**src/rtl/core/kmst_pkg.sv**
```systemverilog
package kmst_pkg;

	localparam int MAX_VERTICES = 64;
	localparam int MAX_EDGES    = 256;

	localparam int VID_W  = $clog2(MAX_VERTICES);
	localparam int EIDX_W = $clog2(MAX_EDGES);
	localparam int ECNT_W = $clog2(MAX_EDGES + 1);
	localparam int VC_W   = 7;
	localparam int KEY_W  = 32 + EIDX_W;

	localparam logic REG_VERTEX_COUNT = 1'b0;

	typedef struct packed {
		logic [5:0]         edge_source;
		logic [5:0]         edge_target;
		logic signed [31:0] edge_weight;
		logic               final_edge;
	} edge_in_t;

	typedef struct packed {
		logic [5:0]         tree_source;
		logic [5:0]         tree_target;
		logic signed [31:0] tree_weight;
		logic signed [39:0] running_total;
		logic               edge_present;
		logic               run_end;
		logic               input_dropped;
	} tree_out_t;

	typedef struct packed {
		logic [5:0]  src;
		logic [5:0]  dst;
		logic [31:0] w;
	} edge_rec_t;

	typedef struct packed {
		logic             wr_en;
		logic [VID_W-1:0] wr_addr;
		logic [VID_W-1:0] wr_data;
		logic [VID_W-1:0] rd_addr;
		logic             clear;
	} pt_ctrl_t;

	typedef enum logic [3:0] {
		ST_LOAD,
		ST_PASS,
		ST_SCAN,
		ST_EVAL,
		ST_RA_RD,
		ST_RA_CHK,
		ST_RB_RD,
		ST_RB_CHK,
		ST_UNION,
		ST_EMIT,
		ST_FINISH
	} kmst_state_t;

endpackage

```
**src/rtl/core/kmst_parent_table.sv**
```systemverilog
module kmst_parent_table (
	input  logic                        clk,
	input  logic                        arst_n,
	input  kmst_pkg::pt_ctrl_t          ctrl,
	output logic                        root_s1,
	output logic [kmst_pkg::VID_W-1:0]  parent_s1
);
	import kmst_pkg::*;

	logic [VID_W-1:0]        mem [MAX_VERTICES];
	logic [MAX_VERTICES-1:0] link_q;

	// entry without a link bit is a root
	always_ff @(posedge clk or negedge arst_n) begin
		if (!arst_n) begin
			link_q <= '0;
		end else if (ctrl.clear) begin
			link_q <= '0;
		end else if (ctrl.wr_en) begin
			link_q[ctrl.wr_addr] <= 1'b1;
		end
	end

	always_ff @(posedge clk) begin
		if (ctrl.wr_en) begin
			mem[ctrl.wr_addr] <= ctrl.wr_data;
		end
		parent_s1 <= mem[ctrl.rd_addr];
		root_s1   <= !link_q[ctrl.rd_addr];
	end

endmodule

```
**config.mk**
```make
export PLATFORM = sky130hd
export DESIGN_NAME = kmst_parent_table
export DESIGN_NICKNAME = d
export VERILOG_FILES = /design/src/rtl/core/kmst_pkg.sv /design/src/rtl/core/kmst_parent_table.sv
export SDC_FILE = /design/constraint.sdc
export NUM_CORES = 1
export LEC_CHECK = 0
export BUFFER_PORTS_ARGS = -buffer_cell sky130_fd_sc_hd__buf_2
export CAP_MARGIN = 20
export CORE_ASPECT_RATIO = 0.75
export CORE_UTILIZATION = 67
export CTS_BUF_LIST = sky130_fd_sc_hd__clkbuf_4 sky130_fd_sc_hd__clkbuf_8 sky130_fd_sc_hd__clkbuf_16
export DETAILED_ROUTE_END_ITERATION = 12
export HOLD_SLACK_MARGIN = 0.05
export PLACE_DENSITY = 0.84
export SETUP_SLACK_MARGIN = 0.1
export SLEW_MARGIN = 20
export SYNTH_ARGS = -nofsm -noshare
export SYNTH_HDL_FRONTEND = slang
export SYNTH_SLANG_ARGS = --single-unit
```
**constraint.sdc**
```tcl
create_clock -name clk -period 3.12 [get_ports clk]
set_input_delay 0.468 -clock clk [delete_from_list [all_inputs] [get_ports clk]]
set_output_delay 0.468 -clock clk [all_outputs]
set_load 0.05 [all_outputs]
```
After elaboration in Yosys (flattened, before gate mapping). Memory sizes are Yosys's and may differ from the RTL's. A register that Yosys moved wholly into a read port is not among the register bits. Index checks and enable logic that the tools add are counted.

Add/subtract/negate cells: 0. $mul: 0. Divide/modulo/power cells: 0. Magnitude comparators: 3. Equal/unequal tests: 0. Shift-type cells: 0. Muxes and demuxes: 8. Bitwise operators: 1. Reduce and logical (&&, ||, !) cells: 3.

Operators with widths (count): $mux W64 (2); $or A64 B64 Y64 (1); $lt A6 B7 Y1 const B (2); $bmux W1 S6 (1); $demux W1 S6 (1); $ge A6 B1 Y1 const B (1); $mux W1 (4); $reduce_bool A2 Y1 (1); $logic_and A1 B1 Y1 (1); $logic_not A1 Y1 (1).

Register bits after elaboration: 65. Latch bits: 0. Bits in writable memories: 384. ROM bits: 0. Input port bits: 22. Word-level logic and storage cells: 18. Memories kept: 1.

Memory list: mem (words 64, bits a word 6, rd ports 1, clocked after Yosys merged registers in 1, write ports 1, line kmst_parent_table.sv:10) `logic [VID_W-1:0] mem [MAX_VERTICES];`.

Longest topological paths before layout. Gate-level depths: netlist of run 1.

Depth in word-level cells: 7. Depth in mapped cells: 9. Depth with buffers taken out: 5.

Worst setup path before layout of run 1. Ideal clock, no wire load.

Kind: in2reg. Start: input ctrl[1] (netlist bit). End: register parent_s1[4] (netlist bit) (read register of mem). Library setup time: 120 ps. Arrival: 2074 ps. Required time: 3000 ps. Slack: 926 ps. Stages on the path: 9. Buffers on the path: 4. Cell sequence: buf_6 buf_6 buf_4 buf_4 mux4_2 mux2i_1 a21oi_1 a22oi_1 nand2_1.

RTL lines: start, declared (line kmst_parent_table.sv:4) `input kmst_pkg::pt_ctrl_t ctrl,`; end, declared (line kmst_parent_table.sv:6) `output logic [kmst_pkg::VID_W-1:0] parent_s1`.

==> flow_summary_export.csv, run 1 <==
group,metric,value,unit
global_route,grt-ovfl-total,0,
route,drt_iter0_drc,1327,
sta,post-route-period-util,68.05,%
layout,area_delta_synth_final,11.71,%
route,routed_wl,40.39,mm
route,routedWlPerCell,28.57,µm
power_and_ir_drop,powerDensity,611.9,nW/µm²
clock_network,cts_sinks,455,
setup_path,slowest_stage,"mux4_2",
placed_design,gp_congestion,0.8456,
sta,tightestPinTransition,829.2,ps
synthesis,yosys-top-cells-count,"edfxtp_1 (384), nor2_1 (190), mux4_2 (104), dfrtp_1 (64), clkbuf_1 (25)",
synthesis,synth.avg_cell_area,18.72,µm²
clock_network,cts_buffers,40,
power_and_ir_drop,p_leak,6.884,nW
synthesis,netlist_instances,961,
setup_path,critPathLaunchType,"input port",
sta,finalSetupViolations,0,
floorplanning,core,26160,µm²
synthesis,synth_fp_nets,983,
run,drv_cap,0,
layout,final_nets,1059,
layout,instances_no_fill,1414,
floorplanning,die_h,143.9,µm
synthesis,yosys.area.top_type,"edfxtp_1",
layout,drive_above_1_share,25.40,%
floorplanning,initial_utilization,68.75,%
placed_design,dp_cells,1338,
global_route,antenna_found_initial,2,
power_and_ir_drop,p_int,0.009712,W
setup_path,critPathRequiredTime,3540,ps
setup_path,cp_max_fo,21,
sta,final_hold_viol_count,0,
route,drtAntennaViolNets,0,
synthesis,seq_area_frac_synth,73.79,%
setup_path,cp_top_family,"buffers and inverters",
sta,setup-tns-final,0,ps
sta,fmax,471.0,MHz
worst_hold_path,min_from,"ctrl[14]",
setup_path,cp.arrival,2550,ps
route,vias,9537,
power_and_ir_drop,swShare,21.01,%
layout,final_util,76.80,%
clock_network,cts_tree,"built",
sta,relSlewSlack,44.52,%
setup_path,rr_startpoint,"mem[27][2]",
global_route,grt_pass1_wl,60.36,mm
clock_network,insertion_delay,530,ps
global_route,grt_use_total,31.04,%
sta,rsz0062_at_grt,"no",
synthesis,synth-edff-count,384,
sta,finClkSkew,13.59,ps
placed_design,hpwl,25.52,mm
synthesis,ys_ff_latch,455,
clock_network,clock_path_buffers,3,
route,viasPerCell,6.745,
setup_path,crit_chain,"buf_6 -> buf_12 -> buf_4 -> mux4_2 -> mux2i_1 -> a22o_1 -> o21ai_0 -> and3_1",
setup_path,crit_path_end_kind,"flop",
synthesis,mappedNetlistArea,17990,µm²
synthesis,ys_async_sr_fraction,14.07,%
layout,finalInstanceArea,20090,µm²
power_and_ir_drop,clock_power_share,40.3,%
clock_network,clk_pin_slew_worst_paths,70,ps
sta,hold_ws,376.7,ps
synthesis,synthTopCellsByArea,"edfxtp_1 (64%), mux4_2 (13%), dfrtp_1 (8.9%), nor2_1 (4.0%), mux4_1 (1.9%)",
floorplanning,rows,51,
synthesis,yosysMostFrequentCell,"edfxtp_1",
setup_path,startpoint,"ctrl[1]",
clock_network,cts-resized-gates,0,
global_route,grt_pass1_vias,9578,
route,drc,0,
synthesis,synth.top_cell.area_share,64.11,%
clock_network,cts_root_buffer,"clkbuf_16",
floorplanning,die_w,191.2,µm
synthesis,ys_types,43,
power_and_ir_drop,ir_worst_vdd,0.5142,mV
setup_path,critPathKind,"in -> reg",
sta,post-route-min-period,2123,ps
setup_path,slowest_delay,530,ps
power_and_ir_drop,pwr-share-seq,54.2,%
sta,drv_slew,0,
global_route,grt_max_degree,65,
floorplanning,dieArea,27510,µm²
power_and_ir_drop,combPwrFrac,5.5,%
setup_path,path_buf_inv,3,
route,firstDrtPassIters,5,
run_status,status,"finished clean",
placed_design,place_area,18760,µm²
clock_network,htree_levels,2,
synthesis,yosys_warnings,0,
worst_hold_path,hp-class,"in -> reg",
floorplanning,pin_count,29,
synthesis,ys.flop_type,"edfxtp_1",
power_and_ir_drop,power_switching,0.002583,W
placed_design,port_buffers,28,
[path summary, 6_finish.rpt]
check	end	slack (ps)	cells after the start
setup / recovery	parent_s1[0]	1000	8
max in group asynchronous	link_q[39]	1910	3
hold / removal	link_q[55]	380	3
setup reg to reg	parent_s1[2]	1170	4
min in group asynchronous	link_q[31]	430	2
hold reg to reg	link_q[29]	500	2
[state kept, by name, summed over array words and instances (netlist names)]
signal	cells
root_s1	1
mem	384
parent_s1	6
link_q	64
[through the flow]
| stage | power (W) | setup WS, ps |
|---|---|---|
| after floorplan | 0.007193 | 926.3 |
| after global placement | 0.007442 | 458.5 |
| after detailed placement | 0.007462 | 419.6 |
| after CTS | 0.01231 | 962.3 |
| after global routing | 0.01258 | 843.9 |
| final | 0.01229 | 996.7 |
[layout by cell type (no fill, tap or decap), types with 10 or more instances in the layout]
master / n
dfrtp_1: 64
mux4_1: 13
buf_4: 61
nor2_1: 190
clkbuf_4: 10
clkbuf_16: 41
buf_2: 22
mux2i_1: 19
mux4_2: 104
edfxtp_1: 384
nor2b_1: 12
nand2_1: 16
mux2_2: 10
[power by group through the flow]
stage,combinational (W),clock (W),sequential (W)
floorplan,0.000366,0,0.00683
global placement,0.000647,0,0.00679
detailed placement,0.000664,0,0.00680
CTS,0.000673,0.00497,0.00667
global route,0.000714,0.00520,0.00667
finish,0.000674,0.00495,0.00667
[logic make-up after synthesis]
family | count (synthesis) | synth area share [%]
AO/OA/AOI/OAI | 49 | 1.871
buffers and inverters | 57 | 1.829
flip-flops | 455 | 73.79
multiplexers | 146 | 16.60
AND/OR/NAND/NOR | 254 | 5.906
[worst register-to-register path, cell delays in order (launching register included)]
cell and delay, ps:
edfxtp_1 370, mux4_2 470, nor2b_1 150, a211oi_1 630, o22ai_1 180
[routing by layer]
metal | track usage (%) | wire length [µm] | share of wire [%] | vias to the layer above
met5 | 0 | 0 | 0 | -
met4 | 7.895 | 996 | 2.5 | 0
met3 | 7.302 | 4745 | 12 | 90
met2 | 46.40 | 18470 | 46 | 612
met1 | 47.13 | 16180 | 40 | 4894
li1 | - | - | - | 3941
[cell type report]
class                           instances  area, µm²
Tap cell                              344      430.4
Antenna cell                            3      7.507
Inverter                                1      3.754
Timing Repair Buffer                   90      689.4
Multi-Input combinational cell        449       4385
Fill cell                            1415       6070
Sequential cell                       455      13270
Clock buffer                           54       1142
Clock inverter                         18      161.4
[what timing repair did]
action	in CTS	in global routing
hold buffers	1	0
setup buffers	0	0
hold endpoints to repair	17	0
Note: power is estimated with default switching activity, not from simulation.
==> run 2, diff against run 1 <==
--- a/config.mk
+++ b/config.mk
@@ -8,11 +8,11 @@
 export BUFFER_PORTS_ARGS = -buffer_cell sky130_fd_sc_hd__buf_2
 export CAP_MARGIN = 20
 export CORE_ASPECT_RATIO = 0.75
-export CORE_UTILIZATION = 67
+export CORE_UTILIZATION = 62
 export CTS_BUF_LIST = sky130_fd_sc_hd__clkbuf_4 sky130_fd_sc_hd__clkbuf_8 sky130_fd_sc_hd__clkbuf_16
 export DETAILED_ROUTE_END_ITERATION = 12
 export HOLD_SLACK_MARGIN = 0.05
-export PLACE_DENSITY = 0.84
+export PLACE_DENSITY = 0.79
 export SETUP_SLACK_MARGIN = 0.1
 export SLEW_MARGIN = 20
 export SYNTH_ARGS = -nofsm -noshare
==> constraint.sdc (replaced) <==
create_clock -name clk -period 2 [get_ports clk]
set_input_delay 0.3 -clock clk [delete_from_list [all_inputs] [get_ports clk]]
set_output_delay 0.3 -clock clk [all_outputs]
set_load 0.05 [all_outputs]
==> run 2 against run 1 <==
Core utilization fell by 2.2 points. Clock power rose by 67%. Sequential power rose by 56%. Sequential share of layout area fell by 3.1 points. Register-to-register slack got worse by 1000 ps. Clock skew rose by 6.5 ps. Via count rose by 3.7%. Global-route usage fell by 0.63 points. Routed wire length rose by 5.5%. Non-clock buffer count rose by 86. Hold slack got worse by 250 ps. Largest cell class unchanged.
==> flow_summary_export.csv, run 2 (same netlist as run 1, synthesis figures left out) <==
group,metric,value,unit
layout,largest-register,"mem",
sta,setup-tns-final,0,ps
floorplanning,rows,53,
setup_path,cp_top_family,"multiplexers",
floorplanning,pin_count,29,
route,drc,0,
layout,largest_reg_flops,384,
worst_hold_path,hp-class,"in -> async",
floorplanning,die_w,198.7,µm
setup_path,slowest_delay,540,ps
sta,drv_slew,0,
layout,finalInstanceArea,21070,µm²
route,drt_iter0_drc,1372,
floorplanning,die_h,149.5,µm
setup_path,critPathLaunchType,"flop",
layout,final_common_cell,"edfxtp_1",
sta,fmax,535.2,MHz
setup_path,path_buf_inv,1,
floorplanning,dieArea,29700,µm²
layout,final_nets,1147,
layout,final_cell_mix,"edfxtp_1 (384), nor2_1 (190), buf_4 (134)",
clock_network,cts_buffers,42,
sta,finClkSkew,20.08,ps
layout,drive_above_1_share,31.98,%
placed_design,port_buffers,28,
setup_path,cp.arrival,2290,ps
sta,finalSetupViolations,0,
global_route,antenna_found_initial,0,
placed_design,gp_congestion,0.8491,
sta,relSlewSlack,46.95,%
setup_path,critPathRequiredTime,2420,ps
power_and_ir_drop,p_total,0.01987,W
layout,antenna_cells,0,
setup_path,crit_path_end_kind,"flop",
clock_network,insertion_delay,550,ps
clock_network,cts_root_buffer,"clkbuf_16",
route,firstDrtPassIters,5,
layout,reg_top3,"mem: 384 flops, link_q: 64 flops, parent_s1: 6 flops",
sta,post-route-min-period,1869,ps
global_route,grt-ovfl-total,0,
clock_network,htree_levels,2,
setup_path,critPathKind,"reg -> reg",
sta,post-route-period-util,93.43,%
setup_path,cp_max_fo,1,
global_route,grt_use_total,30.41,%
sta,tightestPinTransition,795.7,ps
route,routed_wl,42.62,mm
clock_network,postCtsSetupRepairBufs,0,
global_route,grt_pass1_vias,10110,
setup_path,slowest_stage,"mux4_1",
clock_network,clk_pin_slew_worst_paths,70,ps
clock_network,cts_tree,"built",
placed_design,hpwl,27.26,mm
power_and_ir_drop,p_leak,7.426,nW
run,drv_cap,0,
floorplanning,core,28250,µm²
route,routedWlPerCell,27.64,µm
global_route,grt_pass1_wl,63.79,mm
sta,final_hold_viol_count,0,
run_status,status,"finished clean",
setup_path,crit_chain,"mux4_1 -> nor2b_1 -> a211oi_2 -> buf_4 -> or4_1 -> o211ai_1",
route,drtAntennaViolNets,0,
power_and_ir_drop,powerDensity,943.2,nW/µm²
floorplanning,initial_utilization,63.67,%
route,vias,9894,
route,viasPerCell,6.416,
sta,hold_ws,123.0,ps
global_route,grt_max_degree,65,
clock_network,cts_sinks,455,
power_and_ir_drop,ir_worst_vdd,0.9032,mV
sta,rsz0062_at_grt,"yes",
placed_design,place_area,19600,µm²
clock_network,clock_path_buffers,3,
setup_path,r2r_slack,130,ps
layout,area_delta_synth_final,17.13,%
==> run 2: cell count changes in the layout (fill, tap and decap cells not counted), moves of 3 or more <==
cell	previous run	this run
clkinv_1	8	4
clkbuf_4	10	7
buf_12	5	16
clkbuf_8	3	9
buf_4	61	134
diode_2	3	0
==> run 2: timing repair <==
| action | CTS | global route |
|---|---|---|
| resized for setup | 1 | 1 |
| setup endpoints to repair | 1 | 1 |
| pin swaps | 0 | 0 |
| hold buffers | 1 | 0 |
| hold endpoints to repair | 64 | 0 |
==> run 2: per-stage QoR <==
stage | setup WS (ps) | std cells | utilization [%]
after floorplan | 3.617 | 961 | -
after global placement | -190.1 | 1465 | 69.37
after detailed placement | -246.2 | 1465 | 69.37
after CTS | 142.2 | 1542 | 74.55
after global routing | 99.87 | 1542 | 74.58
final | 131.4 | 1542 | 74.58
==> run 2: cell type report <==
type	count	area [µm²]
repair buffers	176	1468
multi-input cells	449	4394
flip-flops and latches	455	13270
clock inverters	17	195.2
fillers	1608	7182
inverters	1	3.754
well taps	385	481.7
clock buffers	59	1252
==> run 2: path summary, 6_finish.rpt <==
path / startpoint / endpoint / cells after the start
setup / recovery: mem[57][3] / parent_s1[3] / 6
hold / removal: arst_n / link_q[10] / 2
setup reg to reg: mem[57][3] / parent_s1[3] / 6
hold reg to reg: link_q[49] / link_q[49] / 2
max in group asynchronous: arst_n / link_q[46] / 3
min in group clk: ctrl[14] / link_q[55] / 3
==> run 2: report_power, final <==
group | internal, W | switching [W] | leakage, nW | total, W
logic | 0.000472 | 0.000717 | 2.31 | 0.00119
clock network | 0.00489 | 0.00338 | 0.714 | 0.00828
registers | 0.0104 | 0.0000345 | 4.41 | 0.0104
==> run 2: layer usage <==
layer / global-route usage, % / wire length [µm] / up-vias
li1: - / - / 4117
met1: 45.83 / 17530 / 5128
met2: 45.75 / 19730 / 564
met3: 6.581 / 4311 / 85
met4: 8.654 / 1042 / 0
met5: 0 / 0 / -
==> run 3, diff against run 2 <==
--- a/config.mk
+++ b/config.mk
@@ -7,12 +7,15 @@
 export LEC_CHECK = 0
 export BUFFER_PORTS_ARGS = -buffer_cell sky130_fd_sc_hd__buf_2
 export CAP_MARGIN = 20
+export CELL_PAD_IN_SITES_DETAIL_PLACEMENT = 0
+export CELL_PAD_IN_SITES_GLOBAL_PLACEMENT = 2
 export CORE_ASPECT_RATIO = 0.75
-export CORE_UTILIZATION = 62
+export CORE_UTILIZATION = 49
 export CTS_BUF_LIST = sky130_fd_sc_hd__clkbuf_4 sky130_fd_sc_hd__clkbuf_8 sky130_fd_sc_hd__clkbuf_16
 export DETAILED_ROUTE_END_ITERATION = 12
 export HOLD_SLACK_MARGIN = 0.05
-export PLACE_DENSITY = 0.79
+export MAX_ROUTING_LAYER = met4
+export PLACE_DENSITY_LB_ADDON = 0.1
 export SETUP_SLACK_MARGIN = 0.1
 export SLEW_MARGIN = 20
 export SYNTH_ARGS = -nofsm -noshare
==> run 3 against run 2 <==
Non-clock buffer count is 5 lower. Setup slack improved by 0.58 ps. Routed wire length up 1.6%.
==> flow_summary_export.csv, run 3 (same netlist as run 1, synthesis figures left out) <==
group,metric,value,unit
run_status,status,"finished clean",
floorplanning,die_h,167.9,µm
floorplanning,pin_count,29,
global_route,grt.met1_usage,36.77,%
layout,largest-register,"mem",
power_and_ir_drop,p_total,0.01996,W
sta,setup-tns-final,0,ps
clock_network,cts_sinks,455,
route,drt_iter0_drc,1084,
clock_network,clock_path_buffers,3,
sta,finalSetupViolations,0,
power_and_ir_drop,powerDensity,941.1,nW/µm²
clock_network,cts_buffers,43,
setup_path,cp_max_fo,22,
route,vias,9663,
power_and_ir_drop,combPwrFrac,6.1,%
worst_hold_path,hp-class,"in -> reg",
layout,instances_no_fill,1620,
global_route,use_met2,36.88,%
route,routed_wl,43.31,mm
clock_network,postCtsSetupRepairBufs,0,
setup_path,critPathLaunchType,"input port",
sta,finClkSkew,18.06,ps
layout,largest_reg_flops,384,
route,drc,0,
sta,post-route-period-util,93.40,%
sta,post-route-min-period,1868,ps
layout,n_fill_cell,2613,
floorplanning,initial_utilization,49.92,%
sta,drv_slew,0,
global_route,grt_use_total,24.94,%
global_route,antenna_found_initial,2,
sta,fmax,535.3,MHz
global_route,grt_max_degree,65,
global_route,gr-usage-met3,3.997,%
layout,antenna_cells,0,
layout,final_nets,1143,
power_and_ir_drop,p_int,0.01580,W
floorplanning,dieArea,37490,µm²
power_and_ir_drop,ir_worst_vdd,0.7433,mV
placed_design,gp_congestion,0.8457,
layout,final_util,58.86,%
clock_network,insertion_delay,550,ps
power_and_ir_drop,pwr-share-seq,52.1,%
setup_path,crit_chain,"buf_6 -> buf_12 -> buf_12 -> mux4_2 -> mux2_2 -> o211ai_1 -> o211ai_1",
route,drtAntennaViolNets,0,
setup_path,cp_top_family,"multiplexers",
setup_path,critPathKind,"in -> reg",
power_and_ir_drop,p_leak,7.431,nW
floorplanning,die_w,223.2,µm
sta,relSlewSlack,59.63,%
layout,reg_top3,"mem: 384 flops, link_q: 64 flops, parent_s1: 6 flops",
global_route,top_usage_layer,"met2",
route,viasPerCell,5.965,
layout,finalInstanceArea,21210,µm²
layout,final_common_cell,"edfxtp_1",
setup_path,crit_path_end_kind,"flop",
layout,drive_above_1_share,32.12,%
sta,rsz0062_at_grt,"no",
clock_network,htree_levels,2,
setup_path,path_buf_inv,3,
setup_path,slowest_delay,540,ps
sta,tightestPinTransition,605.5,ps
route,routedWlPerCell,26.73,µm
run,drv_cap,0,
global_route,grt-ovfl-total,0,
power_and_ir_drop,clock_power_share,41.8,%
setup_path,slowest_stage,"mux4_2",
global_route,grt_pass1_wl,65.14,mm
placed_design,hpwl,28.23,mm
floorplanning,rows,60,
clock_network,cts_tree,"built",
clock_network,cts_root_buffer,"clkbuf_16",
layout,final_cell_mix,"edfxtp_1 (384), nor2_1 (190), buf_4 (125)",
placed_design,port_buffers,28,
sta,final_hold_viol_count,0,
power_and_ir_drop,swShare,20.86,%
layout,area_delta_synth_final,17.91,%
floorplanning,core,36030,µm²
placed_design,dp_cells,1540,
route,firstDrtPassIters,5,
setup_path,cp.arrival,2280,ps
setup_path,critPathRequiredTime,2420,ps
power_and_ir_drop,power_switching,0.004164,W
global_route,grt_pass1_vias,9846,
placed_design,place_area,19700,µm²
clock_network,clk_pin_slew_worst_paths,70,ps
-- run 3: power groups by stage --
stage / Combinational [W] / Clock, W / Sequential [W]
floorplan: 0.000586 / 0 / 0.0107
global placement: 0.00119 / 0 / 0.0106
detailed placement: 0.00121 / 0 / 0.0106
CTS: 0.00122 / 0.00847 / 0.0104
global route: 0.00129 / 0.00885 / 0.0104
finish: 0.00122 / 0.00834 / 0.0104
-- run 3: timing repair --
item | in CTS | in global routing
hold buffers | 1 | 0
resized for setup | 2 | 4
hold endpoints to repair | 64 | 0
endpoints found under the setup margin | 2 | 2
-- run 3: metal layers --
layer / vias to the layer above / routed length, µm
met4: 0 / 900
met2: 354 / 19730
met5: - / 0
met3: 70 / 2856
met1: 5121 / 19820
li1: 4118 / -
-- run 3: worst register-to-register path: stages (launching register included) --
cell	delay, ps
edfxtp_1	360
mux4_2	470
mux2_2	350
o22ai_4	210
o21ai_0	170
and3_1	180
-- run 3: per-stage QoR --
stage / hold slack (ps) / setup slack [ps]
floorplan: 4.409 / 3.617
global placement: 337.4 / -415.5
detailed placement: 340.1 / -394.1
CTS: 140.0 / 93.80
global route: 153.7 / 108.3
finish: 151.7 / 132.0
-- run 3: worst paths after layout --
check | slack (ps) | to | cells past startpoint | startpoint
worst min register to register | 490 | link_q[56] | 2 | link_q[56]
max in group asynchronous | 1380 | link_q[51] | 3 | arst_n
worst max-delay path | 130 | parent_s1[5] | 7 | ctrl[1]
worst max register to register | 160 | parent_s1[0] | 5 | mem[53][0]
worst min-delay path | 150 | link_q[56] | 2 | ctrl[0]
min in group asynchronous | 290 | link_q[4] | 3 | arst_n
-- run 3: layout make-up --
cell class / instances / area, µm² / share of cell area [%]
Clock inverter: 16 / 158.9 / 0.7492
Multi-Input combinational cell: 449 / 4415 / 20.82
Sequential cell: 455 / 13270 / 62.58
Timing Repair Buffer: 171 / 1465 / 6.908
Tap cell: 465 / 581.8 / 2.743
Clock buffer: 63 / 1311 / 6.183
Inverter: 1 / 3.754 / 0.01770
